## src/design/swrm_pkg.sv

```systemverilog
// Shared types and constants of the stack with remove-minimum.
package swrm_pkg;

	localparam int KEY_W     = 32;
	localparam int CMD_W     = 2;
	localparam int STATUS_W  = 2;
	localparam int OCC_W     = 5;
	localparam int DEPTH_DEF = 16;

	typedef enum logic [CMD_W-1:0] {
		CMD_PUSH  = 2'd0,
		CMD_POP   = 2'd1,
		CMD_PEEK  = 2'd2,
		CMD_RMMIN = 2'd3
	} cmd_t;

	typedef enum logic [STATUS_W-1:0] {
		ST_OK    = 2'd0,
		ST_EMPTY = 2'd1,
		ST_FULL  = 2'd2
	} status_t;

	typedef enum logic [3:0] {
		DP_NOP,
		DP_PUSH,
		DP_REJ_FULL,
		DP_REJ_EMPTY,
		DP_POP,
		DP_PEEK,
		DP_READ_OUT,
		DP_SCAN_START,
		DP_SCAN,
		DP_SHIFT
	} dp_op_t;

	typedef struct packed {
		logic fill_zero;
		logic fill_full;
		logic scan_last;
		logic shift_done;
		logic out_free;
	} dp_stat_t;

endpackage

```

## src/design/swrm_in_if.sv

```systemverilog
// Command channel: valid, ready and one command word.
interface swrm_in_if;
	import swrm_pkg::*;

	logic                    valid;
	logic                    ready;
	logic [CMD_W-1:0]        cmd;
	logic signed [KEY_W-1:0] push_value;

	modport source (output valid, output cmd, output push_value, input ready);
	modport sink (input valid, input cmd, input push_value, output ready);
endinterface

```

## src/design/swrm_out_if.sv

```systemverilog
// Result channel: valid, ready and one result word.
interface swrm_out_if;
	import swrm_pkg::*;

	logic                    valid;
	logic                    ready;
	logic signed [KEY_W-1:0] value;
	logic [STATUS_W-1:0]     status;
	logic [OCC_W-1:0]        occupancy;

	modport source (output valid, output value, output status, output occupancy, input ready);
	modport sink (input valid, input value, input status, input occupancy, output ready);
endinterface

```

## src/design/swrm_ctrl.sv

```systemverilog
// Controller state machine that sequences each command through the datapath.
module swrm_ctrl (
	input  logic                          clk,
	input  logic                          arst_n,
	input  logic                          in_valid,
	input  logic [swrm_pkg::CMD_W-1:0]    in_cmd,
	output logic                          in_ready,
	input  swrm_pkg::dp_stat_t            stat,
	output swrm_pkg::dp_op_t              op
);
	import swrm_pkg::*;

	typedef enum logic [3:0] {
		S_IDLE  = 4'b0001,
		S_READ  = 4'b0010,
		S_SCAN  = 4'b0100,
		S_SHIFT = 4'b1000
	} state_t;

	state_t state_q;
	state_t state_nxt;

	always_comb begin
		op        = DP_NOP;
		state_nxt = state_q;
		in_ready  = (state_q == S_IDLE) && stat.out_free;
		unique case (state_q)
			S_IDLE: begin
				if (in_valid && in_ready) begin
					unique case (cmd_t'(in_cmd))
						CMD_PUSH: begin
							op = stat.fill_full ? DP_REJ_FULL : DP_PUSH;
						end
						CMD_POP: begin
							if (stat.fill_zero) begin
								op = DP_REJ_EMPTY;
							end else begin
								op        = DP_POP;
								state_nxt = S_READ;
							end
						end
						CMD_PEEK: begin
							if (stat.fill_zero) begin
								op = DP_REJ_EMPTY;
							end else begin
								op        = DP_PEEK;
								state_nxt = S_READ;
							end
						end
						CMD_RMMIN: begin
							if (stat.fill_zero) begin
								op = DP_REJ_EMPTY;
							end else begin
								op        = DP_SCAN_START;
								state_nxt = S_SCAN;
							end
						end
						default: op = DP_NOP;
					endcase
				end
			end
			S_READ: begin
				op        = DP_READ_OUT;
				state_nxt = S_IDLE;
			end
			S_SCAN: begin
				op = DP_SCAN;
				if (stat.scan_last) begin
					state_nxt = S_SHIFT;
				end
			end
			S_SHIFT: begin
				op = DP_SHIFT;
				if (stat.shift_done) begin
					state_nxt = S_IDLE;
				end
			end
			default: state_nxt = S_IDLE;
		endcase
	end

	always_ff @(posedge clk or negedge arst_n) begin
		if (!arst_n) begin
			state_q <= S_IDLE;
		end else begin
			state_q <= state_nxt;
		end
	end
endmodule

```

## src/design/swrm_dp.sv

```systemverilog
// Datapath: key memory, fill count, minimum scan, compaction and result register.
module swrm_dp #(
	parameter int DEPTH = swrm_pkg::DEPTH_DEF
) (
	input  logic                               clk,
	input  logic                               arst_n,
	input  swrm_pkg::dp_op_t                   op,
	input  logic signed [swrm_pkg::KEY_W-1:0]  push_value,
	output swrm_pkg::dp_stat_t                 stat,
	output logic                               out_valid,
	input  logic                               out_ready,
	output logic signed [swrm_pkg::KEY_W-1:0]  out_value,
	output logic [swrm_pkg::STATUS_W-1:0]      out_status,
	output logic [swrm_pkg::OCC_W-1:0]         out_occupancy
);
	import swrm_pkg::*;

	localparam int AW = (DEPTH > 1) ? $clog2(DEPTH) : 1;
	localparam int CW = $clog2(DEPTH + 1);

	logic [KEY_W-1:0]        mem_q [DEPTH];
	logic [KEY_W-1:0]        rd_data_q;
	logic [CW-1:0]           fill_q;
	logic [KEY_W-1:0]        min_q;
	logic [AW-1:0]           pos_q;
	logic [AW-1:0]           idx_q;
	logic [CW-1:0]           wptr_q;
	logic                    pend_q;
	logic                    out_valid_q;
	logic [KEY_W-1:0]        value_q;
	status_t                 status_q;
	logic [OCC_W-1:0]        occ_q;

	logic                    rd_en;
	logic [AW-1:0]           rd_addr;
	logic                    wr_en;
	logic [AW-1:0]           wr_addr;
	logic [KEY_W-1:0]        wr_data;
	logic [CW-1:0]           fill_m1;
	logic [CW-1:0]           fill_p1;
	logic [AW-1:0]           top_addr;
	logic                    scan_take;
	logic [CW-1:0]           wptr_nxt;
	logic [CW:0]             shift_rd;
	logic                    shift_done;
	logic                    out_load;
	logic [KEY_W-1:0]        load_value;
	status_t                 load_status;
	logic [CW-1:0]           load_occ;

	assign fill_m1    = fill_q - CW'(1);
	assign fill_p1    = fill_q + CW'(1);
	assign top_addr   = fill_m1[AW-1:0];
	assign scan_take  = (idx_q == top_addr) || ($signed(rd_data_q) < $signed(min_q));
	assign wptr_nxt   = pend_q ? (wptr_q + CW'(1)) : wptr_q;
	assign shift_rd   = {1'b0, wptr_nxt} + (CW + 1)'(1);
	assign shift_done = shift_rd >= {1'b0, fill_q};

	assign stat.fill_zero  = (fill_q == '0);
	assign stat.fill_full  = (fill_q == CW'(DEPTH));
	assign stat.scan_last  = (idx_q == '0);
	assign stat.shift_done = shift_done;
	assign stat.out_free   = !out_valid_q || out_ready;

	always_comb begin
		rd_en       = 1'b0;
		rd_addr     = top_addr;
		wr_en       = 1'b0;
		wr_addr     = fill_q[AW-1:0];
		wr_data     = push_value;
		out_load    = 1'b0;
		load_value  = '0;
		load_status = ST_OK;
		load_occ    = fill_q;
		unique case (op)
			DP_PUSH: begin
				wr_en    = 1'b1;
				out_load = 1'b1;
				load_occ = fill_p1;
			end
			DP_REJ_FULL: begin
				out_load    = 1'b1;
				load_status = ST_FULL;
			end
			DP_REJ_EMPTY: begin
				out_load    = 1'b1;
				load_status = ST_EMPTY;
			end
			DP_POP, DP_PEEK, DP_SCAN_START: begin
				rd_en = 1'b1;
			end
			DP_READ_OUT: begin
				out_load   = 1'b1;
				load_value = rd_data_q;
			end
			DP_SCAN: begin
				rd_en   = !stat.scan_last;
				rd_addr = idx_q - AW'(1);
			end
			DP_SHIFT: begin
				wr_en      = pend_q;
				wr_addr    = wptr_q[AW-1:0];
				wr_data    = rd_data_q;
				rd_en      = !shift_done;
				rd_addr    = shift_rd[AW-1:0];
				out_load   = shift_done;
				load_value = min_q;
				load_occ   = fill_m1;
			end
			default: rd_en = 1'b0;
		endcase
	end

	always_ff @(posedge clk) begin
		if (wr_en) begin
			mem_q[wr_addr] <= wr_data;
		end
		if (rd_en) begin
			rd_data_q <= mem_q[rd_addr];
		end
	end

	always_ff @(posedge clk) begin
		if (op == DP_SCAN_START) begin
			idx_q <= top_addr;
		end else if (op == DP_SCAN) begin
			if (scan_take) begin
				min_q <= rd_data_q;
				pos_q <= idx_q;
			end
			idx_q <= idx_q - AW'(1);
			if (stat.scan_last) begin
				wptr_q <= scan_take ? CW'(idx_q) : CW'(pos_q);
			end
		end else if (op == DP_SHIFT) begin
			wptr_q <= wptr_nxt;
		end
		if (out_load) begin
			value_q  <= load_value;
			status_q <= load_status;
			occ_q    <= OCC_W'(load_occ);
		end
	end

	always_ff @(posedge clk or negedge arst_n) begin
		if (!arst_n) begin
			fill_q      <= '0;
			pend_q      <= 1'b0;
			out_valid_q <= 1'b0;
		end else begin
			if (op == DP_PUSH) begin
				fill_q <= fill_p1;
			end else if ((op == DP_POP) || ((op == DP_SHIFT) && shift_done)) begin
				fill_q <= fill_m1;
			end
			if (op == DP_SHIFT) begin
				pend_q <= !shift_done;
			end else begin
				pend_q <= 1'b0;
			end
			if (out_load) begin
				out_valid_q <= 1'b1;
			end else if (out_ready) begin
				out_valid_q <= 1'b0;
			end
		end
	end

	assign out_valid     = out_valid_q;
	assign out_value     = value_q;
	assign out_status    = status_q;
	assign out_occupancy = occ_q;
endmodule

```

## src/design/stack_with_remove_min.sv

```systemverilog
// Top level of the stack of signed keys with push, pop, peek and remove-minimum.
// The block takes one command word at a time and answers each with one result word.
// Push and the refused commands (push on a full stack, anything else on an empty one)
// load the result register as soon as they are accepted; pop and peek first read the
// key into the registered read port of the key memory and load it in the read state.
// Remove-minimum starts a read of the top key, scans the memory from the top down for
// the smallest of the keys held, then moves each key above it down one slot and
// loads the minimum as its result, all through the single read and write port of the key
// memory. A finished result that waits in the result register holds off the next
// command; a result taken in the same cycle lets the next command in. Occupancy reports
// the fill count in five bits.
module stack_with_remove_min #(
	parameter int DEPTH = swrm_pkg::DEPTH_DEF
) (
	input logic    clk,
	input logic    arst_n,
	swrm_in_if.sink    req,
	swrm_out_if.source rsp
);
	import swrm_pkg::*;

	dp_op_t   op;
	dp_stat_t stat;
	logic     in_ready;

	swrm_ctrl u_ctrl (
		.clk      (clk),
		.arst_n   (arst_n),
		.in_valid (req.valid),
		.in_cmd   (req.cmd),
		.in_ready (in_ready),
		.stat     (stat),
		.op       (op)
	);

	swrm_dp #(
		.DEPTH (DEPTH)
	) u_dp (
		.clk           (clk),
		.arst_n        (arst_n),
		.op            (op),
		.push_value    (req.push_value),
		.stat          (stat),
		.out_valid     (rsp.valid),
		.out_ready     (rsp.ready),
		.out_value     (rsp.value),
		.out_status    (rsp.status),
		.out_occupancy (rsp.occupancy)
	);

	assign req.ready = in_ready;
endmodule
```

## src/flat_wrapper.sv

```systemverilog
// flat-port wrapper written by rule: the top's interface ports become plain ports
module stack_with_remove_min_flat import swrm_pkg::*;
#(
	parameter int DEPTH = swrm_pkg::DEPTH_DEF
)
  (clk, arst_n, req_valid, req_cmd, req_push_value, req_ready, rsp_valid, rsp_value, rsp_status, rsp_occupancy, rsp_ready);
  swrm_in_if req_i ();
  swrm_out_if rsp_i ();
  input logic clk;
  input logic arst_n;
  input wire logic [$bits(req_i.valid)-1:0] req_valid;
  input wire logic [$bits(req_i.cmd)-1:0] req_cmd;
  input wire logic [$bits(req_i.push_value)-1:0] req_push_value;
  output wire logic [$bits(req_i.ready)-1:0] req_ready;
  output wire logic [$bits(rsp_i.valid)-1:0] rsp_valid;
  output wire logic [$bits(rsp_i.value)-1:0] rsp_value;
  output wire logic [$bits(rsp_i.status)-1:0] rsp_status;
  output wire logic [$bits(rsp_i.occupancy)-1:0] rsp_occupancy;
  input wire logic [$bits(rsp_i.ready)-1:0] rsp_ready;
  assign req_i.valid = req_valid;
  assign req_i.cmd = req_cmd;
  assign req_i.push_value = req_push_value;
  assign req_ready = req_i.ready;
  assign rsp_valid = rsp_i.valid;
  assign rsp_value = rsp_i.value;
  assign rsp_status = rsp_i.status;
  assign rsp_occupancy = rsp_i.occupancy;
  assign rsp_i.ready = rsp_ready;
  stack_with_remove_min #(.DEPTH(DEPTH)) u_core (.clk(clk), .arst_n(arst_n), .req(req_i), .rsp(rsp_i));
endmodule
```

## config.mk

```make
export PLATFORM = sky130hd
export DESIGN_NAME = stack_with_remove_min_flat
export DESIGN_NICKNAME = d
export VERILOG_FILES = /design/src/design/swrm_pkg.sv /design/src/design/swrm_in_if.sv /design/src/design/swrm_out_if.sv /design/src/design/swrm_ctrl.sv /design/src/design/swrm_dp.sv /design/src/design/stack_with_remove_min.sv /design/src/flat_wrapper.sv
export SDC_FILE = /design/constraint.sdc
export NUM_CORES = 1
export LEC_CHECK = 0
export BUFFER_PORTS_ARGS = -buffer_cell sky130_fd_sc_hd__buf_4
export CORE_AREA = 4 4 268 218
export DETAILED_ROUTE_END_ITERATION = 6
export DIE_AREA = 0 0 272 222
export GPL_ROUTABILITY_DRIVEN = 0
export PLACE_DENSITY = 0.76
export SYNTH_ARGS = -nofsm -noshare
export SYNTH_HDL_FRONTEND = slang
export SYNTH_SLANG_ARGS = --single-unit
```

## constraint.sdc

```tcl
create_clock -name clk -period 5.55 [get_ports clk]
set_input_delay 0.555 -clock clk [delete_from_list [all_inputs] [get_ports clk]]
set_output_delay 0.555 -clock clk [all_outputs]
set_load 0.03 [all_outputs]
```

After elaboration in Yosys (flattened, before gate mapping)
Memories as Yosys holds them, arrays and structs flattened. A register that Yosys moved wholly into a read port is not among the register bits.
Cells that the tools add are included.
{ "op_classes": {"bitwise": 1, "eq_ne": 25, "muxes": 37, "reduce_logical": 22, "order_cmp": 2, "n_addsub": 5} }
{ "ops": {"columns": ["operator", "n"], "rows": [
  ["$pmux 32 s2", 1],
  ["$mux 4", 10],
  ["$lt 32x32->1", 1],
  ["$mux 32", 1],
  ["$pmux 4 s4", 2],
  ["$mux 5", 6],
  ["$eq 4x3->1 const B", 5],
  ["$pmux 4 s2", 2],
  ["$eq 4x2->1 const B", 3],
  ["$eq 4x4->1 const B", 3],
  ["$pmux 4 s3", 1],
  ["$add 5x1->5 const B", 2],
  ["$pmux 5 s2", 1],
  ["$mux 3", 3],
  ["$eq 4x1->1 const B", 2],
  ["$reduce_bool 2->1", 4],
  ["$add 5x1->6 const B", 1],
  ["$ge 6x5->1", 1],
  ["$ne 2x2->1 const B", 3],
  ["$ne 3x3->1 const B", 2],
  ["$reduce_and 3->1", 2],
  ["$reduce_and 6->1", 1],
  ["$eq 5x5->1 const B", 1],
  ["$logic_not 5->1", 1],
  ["other kinds (21)", 33]
]} }
{ "word_totals": {"n_memories": 1, "out_inout_bits": 41, "inputBits": 38, "elab_cells": 104, "ff_bits": 95, "ramBits": 512} }
{ "mem_list": {"columns": ["name", "words", "width", "read_ports", "rd_ports_with_merged_regs", "write_ports", "line", "text"], "rows": [
  ["u_core.u_dp.mem_q", 16, 32, 1, 1, 1, "swrm_dp.sv:21", "logic [KEY_W-1:0] mem_q [DEPTH];"]
]} }

Logic depth before layout (Yosys ltp)
{ "depth": {"word_depth": 11, "mapped_depth": 13} }

Modules after synthesis
Synthesis repeated with hierarchy kept, for this count alone.
{ "unflattened": {"cells_unflattened": 1498, "area_unflattened_um2": 26536.7} }
{ "modules_own_cells": {"columns": ["module", "area_each_um2", "seq_area_each_um2", "cells_each", "instances"], "rows": [
  ["swrm_dp", 26156.3, 19033.3, 1458, 1],
  ["swrm_ctrl", 380.4, 101.3, 40, 1]
]} }

Least setup slack after synthesis
OpenSTA, ideal clock, no wires.
{ "synth_timing": {"path_kind": "reg-to-reg", "start": "register u_core.u_dp.fill_q[0]", "end": "register u_core.u_dp.min_q[0], enable pin", "stages_incl_launch_ff": 11, "arrival_time_ns": 4.065, "path_slack_ns": 1.044, "period_less_slack_ns": 4.506, "path_buffers": 2, "required_time_ns": 5.109, "cell_sequence": "dfrtp_1 > clkbuf_1 > inv_1 > ha_1 > xnor2_1 > xnor2_1 > or4_1 > clkbuf_1 > nand2_1 > nor2_1 > a21oi_1"} }
{ "synth_between": {"elab_chain_cells": 8, "word_cells_on_any_way": 16, "classes_between": "add/sub (1); eq/ne (4); mux (7); bitwise (1); reduce/logical (3)"} }
{ "synth_rtl": {"columns": ["item", "line", "text"], "rows": [
  ["start: declaration", "swrm_dp.sv:23", "logic [CW-1:0] fill_q;"],
  ["start signal: assignment", "swrm_dp.sv:152", "fill_q <= fill_p1;"],
  ["start signal: assignment", "swrm_dp.sv:154", "fill_q <= fill_m1;"],
  ["$eq 5x5->1 / $logic_not 5->1 (equally long branches)", "swrm_dp.sv:60, swrm_dp.sv:59", null],
  ["$mux 2 (tied with other cells)", "swrm_ctrl.sv:32", "op = stat.fill_full ? DP_REJ_FULL : DP_PUSH;"],
  ["$pmux 4 s4", "swrm_ctrl.sv:30", "unique case (cmd_t'(in_cmd))"],
  ["$mux 4", "swrm_ctrl.sv:29", "if (in_valid && in_ready) begin"],
  ["$pmux 4 s4", "swrm_ctrl.sv:27", "unique case (state_q)"],
  ["$eq 4x3->1", "swrm_dp.sv:124", "if (op == DP_SCAN_START) begin"],
  ["$not 1->1 (no line)", null, null],
  ["$reduce_and 3->1 (no line) *", null, null],
  ["end signal: assignment", "swrm_dp.sv:128", "min_q <= rd_data_q;"],
  ["end: declaration", "swrm_dp.sv:24", "logic [KEY_W-1:0] min_q;"]
]} }
Mark *: on every way between the ends. The rest lies on a longest branch, timed or not. The select of a mux whose other input is x is not followed.
A chain may end at the register's enable or synchronous reset.

Worst setup path in the final report
{ "layout_timing": {"start": "register u_core.u_dp.fill_q[0]", "end": "memory u_core.u_dp.mem_q[1][12], enable pin"} }
{ "layout_between": {"elab_chain_cells": 9, "word_cells_on_any_way": 15, "classes_between": "eq/ne (3); mux (11); reduce/logical (1)"} }
{ "layout_rtl": {"columns": ["item", "line", "text"], "rows": [
  ["$eq 5x5->1 / $logic_not 5->1 (equally long branches)", "swrm_dp.sv:60, swrm_dp.sv:59", null],
  ["$mux 2 (tied with other cells)", "swrm_ctrl.sv:32", null],
  ["$pmux 4 s4", "swrm_ctrl.sv:30", null],
  ["$mux 4", "swrm_ctrl.sv:29", null],
  ["$pmux 4 s4", "swrm_ctrl.sv:27", null],
  ["$eq 4x4->1 / $eq 4x1->1 (equally long branches)", "swrm_dp.sv:75", "unique case (op)"],
  ["$pmux 1 s2", "swrm_dp.sv:75", null],
  ["$mux 1", "swrm_dp.sv:115", "if (wr_en) begin"],
  ["$mux 1 (not written as such)", "swrm_dp.sv:116", "mem_q[wr_addr] <= wr_data;"],
  ["end: declaration", "swrm_dp.sv:21", null]
]} }
Several ways; a longest one is shown, not always the timed one. The select of a mux whose other input is x is not followed.

==> metrics.csv <==
stage,metric,value,unit
run_status,status,"complete, no violations",
logic_synthesis,Synth warnings,0,
sta,fmax,0.2251,GHz
logic_synthesis,syn_area_per_cell,13.52,sq um
power,total power,16.71,mW
sta,RSZ-0062 raised after global routing,no,
setup_path,R2R Setup Slk,1110,ps
global_routing,Global Route Usage Sum,21.36,%
floorplan,IO Count,79,
setup_path,CP Data Required Time,5790,ps
finish,share of post-route cells with drive strength above 1,13.94,%
logic_synthesis,synth cell count leaders,"edfxtp_1 (628), nand2_1 (416), and3_1 (131), a211oi_1 (110), a21oi_1 (86)",
logic_synthesis,Synth async-reset ratio,1.721,%
global_routing,largest net degree at the start of global routing,147,
global_routing,vias in the first global route,16610,
setup_path,Crit Path Class,flip-flop to flip-flop,
floorplan,die area,0.06038,sq mm
cts,CTS tree,built,
logic_synthesis,Post-Synthesis Cells,2039,
logic_synthesis,"FF+latch count, synth",639,
worst_hold_path,Hold WC Path Type,primary input to flip-flop,
floorplan,Chip Width,272,um
logic_synthesis,Yosys top cell by area,edfxtp_1,
sta,Final Critical Period,4443,ps
cts,clk slew on worst S/H paths,70,ps
sta,Post-Route Skew,23.57,ps
sta,"Period Utilization, post-route",80.05,%
power,Worst IR Drop VDD,0.7815,mV
logic_synthesis,Yosys top cell area share,68.41,%
logic_synthesis,number of synthesized flops with an enable pin,628,
finish,design area,0.03075,sq mm
finish,number of inserted diodes,0,
sta,max_slew headroom,16.94,%
place,Placed Area,0.02883,sq mm
sta,fin. max-slew vios,0,
logic_synthesis,cell with the most instances after synthesis,edfxtp_1,
floorplan,Placeable Area,0.05592,sq mm
setup_path,crit-path max FO,32,
floorplan,Rows,78,
floorplan,chip height,222,um
power,Power Dens Cells,543.5,mW/mm^2
place,Port-buffer cells,78,
drt,post-DR vias/cell,6.064,
floorplan,Initial Util,49.29,%
cts,CTS root buf,clkbuf_16,
logic_synthesis,Syn Nets,2123,
place,hpwl dp,41.59,mm
place,placed cells,2764,
global_routing,grt ovf,0,
finish,Layout fillers,4358,
cts,Max clock buf depth,3,
cts,Clock Latency Late Sink,640,ps
finish,P&R area growth vs syn,11.54,%
cts,TritonCTS buffer count,58,
setup_path,Crit. End Element,flip-flop,
drt,drt drc,0,
global_routing,first-pass GRT wire length,99.07,mm
logic_synthesis,Netlist cell types,73,
sta,setup TNS,0,ps
logic_synthesis,"Seq/Total Area, Yosys",69.42,%
logic_synthesis,ys flop type,edfxtp_1,
finish,final non-filler cell total,2869,
cts,# clock sinks,639,
finish,fin nets,2149,
sta,Final Hold Vio Count,0,
power,leak pwr,10.55,nW
drt,total number of vias,17400,
sta,Slew @ Worst Pin,1243,ps
sta,Final setup viols,0,
sta,fin worst setup slack,1107,ps
setup_path,CP Data Arrival Time,4680,ps
drt,DR WL/cell,22.99,um
global_routing,antenna violations before repair,1,
drt,final wirelength,65.97,mm
cts,H-tree depth,2,
place,post-placement worst setup slack,1168,ps
drt,Routed Antenna Nets,0,
logic_synthesis,"top cells by area, synth","edfxtp_1 (68%), nand2_1 (5.7%), a211oi_1 (3.0%)",
cts,Post-CTS Resized,0,
flow_run,max-cap violations,0,
drt,First-pass DRT Iterations,6,
drt,DRT iter0 DRCs,2264,
setup_path,CP Launch Type,flip-flop,
logic_synthesis,Synth Cell Area,0.02757,sq mm
## area by class of cell
type / count / area [sq um] / share of cell area [%]
clock buffers: 75 / 1567 / 5.095
repair buffers: 113 / 913.4 / 2.971
flip-flops and latches: 639 / 19130 / 62.23
clock inverters: 29 / 345.3 / 1.123
multi-input cells: 1206 / 7660 / 24.91
inverters: 47 / 176.4 / 0.5738
well taps: 760 / 950.9 / 3.093
## worst paths after layout
path                                           from                  endpoint  cells after the start
max in group asynchronous                    arst_n  u_core.u_ctrl.state_q[0]                      2
setup / recovery              u_core.u_dp.fill_q[0]  u_core.u_dp.mem_q[1][12]                      9
hold / removal                            req_valid  u_core.u_ctrl.state_q[1]                      3
setup reg to reg              u_core.u_dp.fill_q[0]  u_core.u_dp.mem_q[1][12]                      9
hold reg to reg            u_core.u_dp.rd_data_q[0]      u_core.u_dp.min_q[0]                      0
min in group asynchronous                    arst_n  u_core.u_ctrl.state_q[3]                      2
## through the flow
step | util [%] | hold WS, ps
floorplan | - | 259.4
detailed placement | 51.55 | 405.6
global placement | 51.55 | 401.2
CTS | 54.98 | 212.7
finish | 54.98 | 234.5
global route | 54.98 | 225.0
## power breakdown
part | internal [mW] | switching (mW) | leakage, nW
combinational | 2.12 | 4.42 | 3.82
clock | 2.35 | 1.71 | 0.927
sequential | 5.84 | 0.269 | 5.80
## flip-flops by register name, indices dropped and copies added (netlist names)
| register | flops |
|---|---|
| u_core.u_ctrl.state_q | 4 |
| u_core.u_dp.fill_q | 5 |
| u_core.u_dp.idx_q | 4 |
| u_core.u_dp.mem_q | 512 |
| u_core.u_dp.min_q | 32 |
| u_core.u_dp.out_occupancy | 5 |
| u_core.u_dp.out_status | 2 |
| u_core.u_dp.out_valid | 1 |
| u_core.u_dp.out_value | 32 |
| u_core.u_dp.pend_q | 1 |
| u_core.u_dp.pos_q | 4 |
| u_core.u_dp.rd_data_q | 32 |
| u_core.u_dp.wptr_q | 5 |
## kinds of logic after synthesis
logic type,after synthesis,synth area share (%)
adder cells (fa/ha/maj),46,2.088
AND/OR/NAND/NOR,660,11.21
AO/OA/AOI/OAI,475,12.91
buffers and inverters,194,3.513
XOR/XNOR,21,0.7171
flip-flops,639,69.42
multiplexers,4,0.1453
## repair_timing
| item | CTS | global route |
|---|---|---|
| buffers inserted | 0 | 0 |
| hold buffers | 1 | 0 |
| hold endpoints to repair | 11 | 0 |
## critical path, stage by stage, from the launching register on
cell and delay, ps:
dfrtp_1 580, inv_1 250, ha_1 270, or3b_2 220, o21ai_0 140, nor2_1 530
o21ai_0 220, o22ai_1 520, nand2_1 410, nor2_4 870
## cell usage in the layout (no fill, tap or decap), types with 5 or more instances in the layout
master,count
edfxtp_1,628
nand2_1,416
and3_1,131
a211oi_1,110
buf_4,107
a21oi_1,84
a31oi_1,73
a311oi_1,64
clkbuf_16,59
a211oi_2,52
inv_1,47
o21ai_0,47
ha_1,46
nor2_1,23
xnor2_1,16
nor2_4,16
clkbuf_1,13
nand3_1,11
dfrtp_1,10
clkinv_1,9
nand4_1,8
nand2b_1,8
bufinv_16,8
clkinv_2,8
nor3_1,7
or2_2,6
a21o_1,5
o211ai_1,5
buf_12,5
## routing by layer
layer | wire length (um) | share of wire [%] | track usage (%)
met1 | 28120 | 43 | 32.97
met2 | 28110 | 43 | 30.40
met3 | 8474 | 13 | 5.864
met4 | 1269 | 1.9 | 4.612
met5 | 0 | 0 | 0
(Power assumes the default switching activity.)
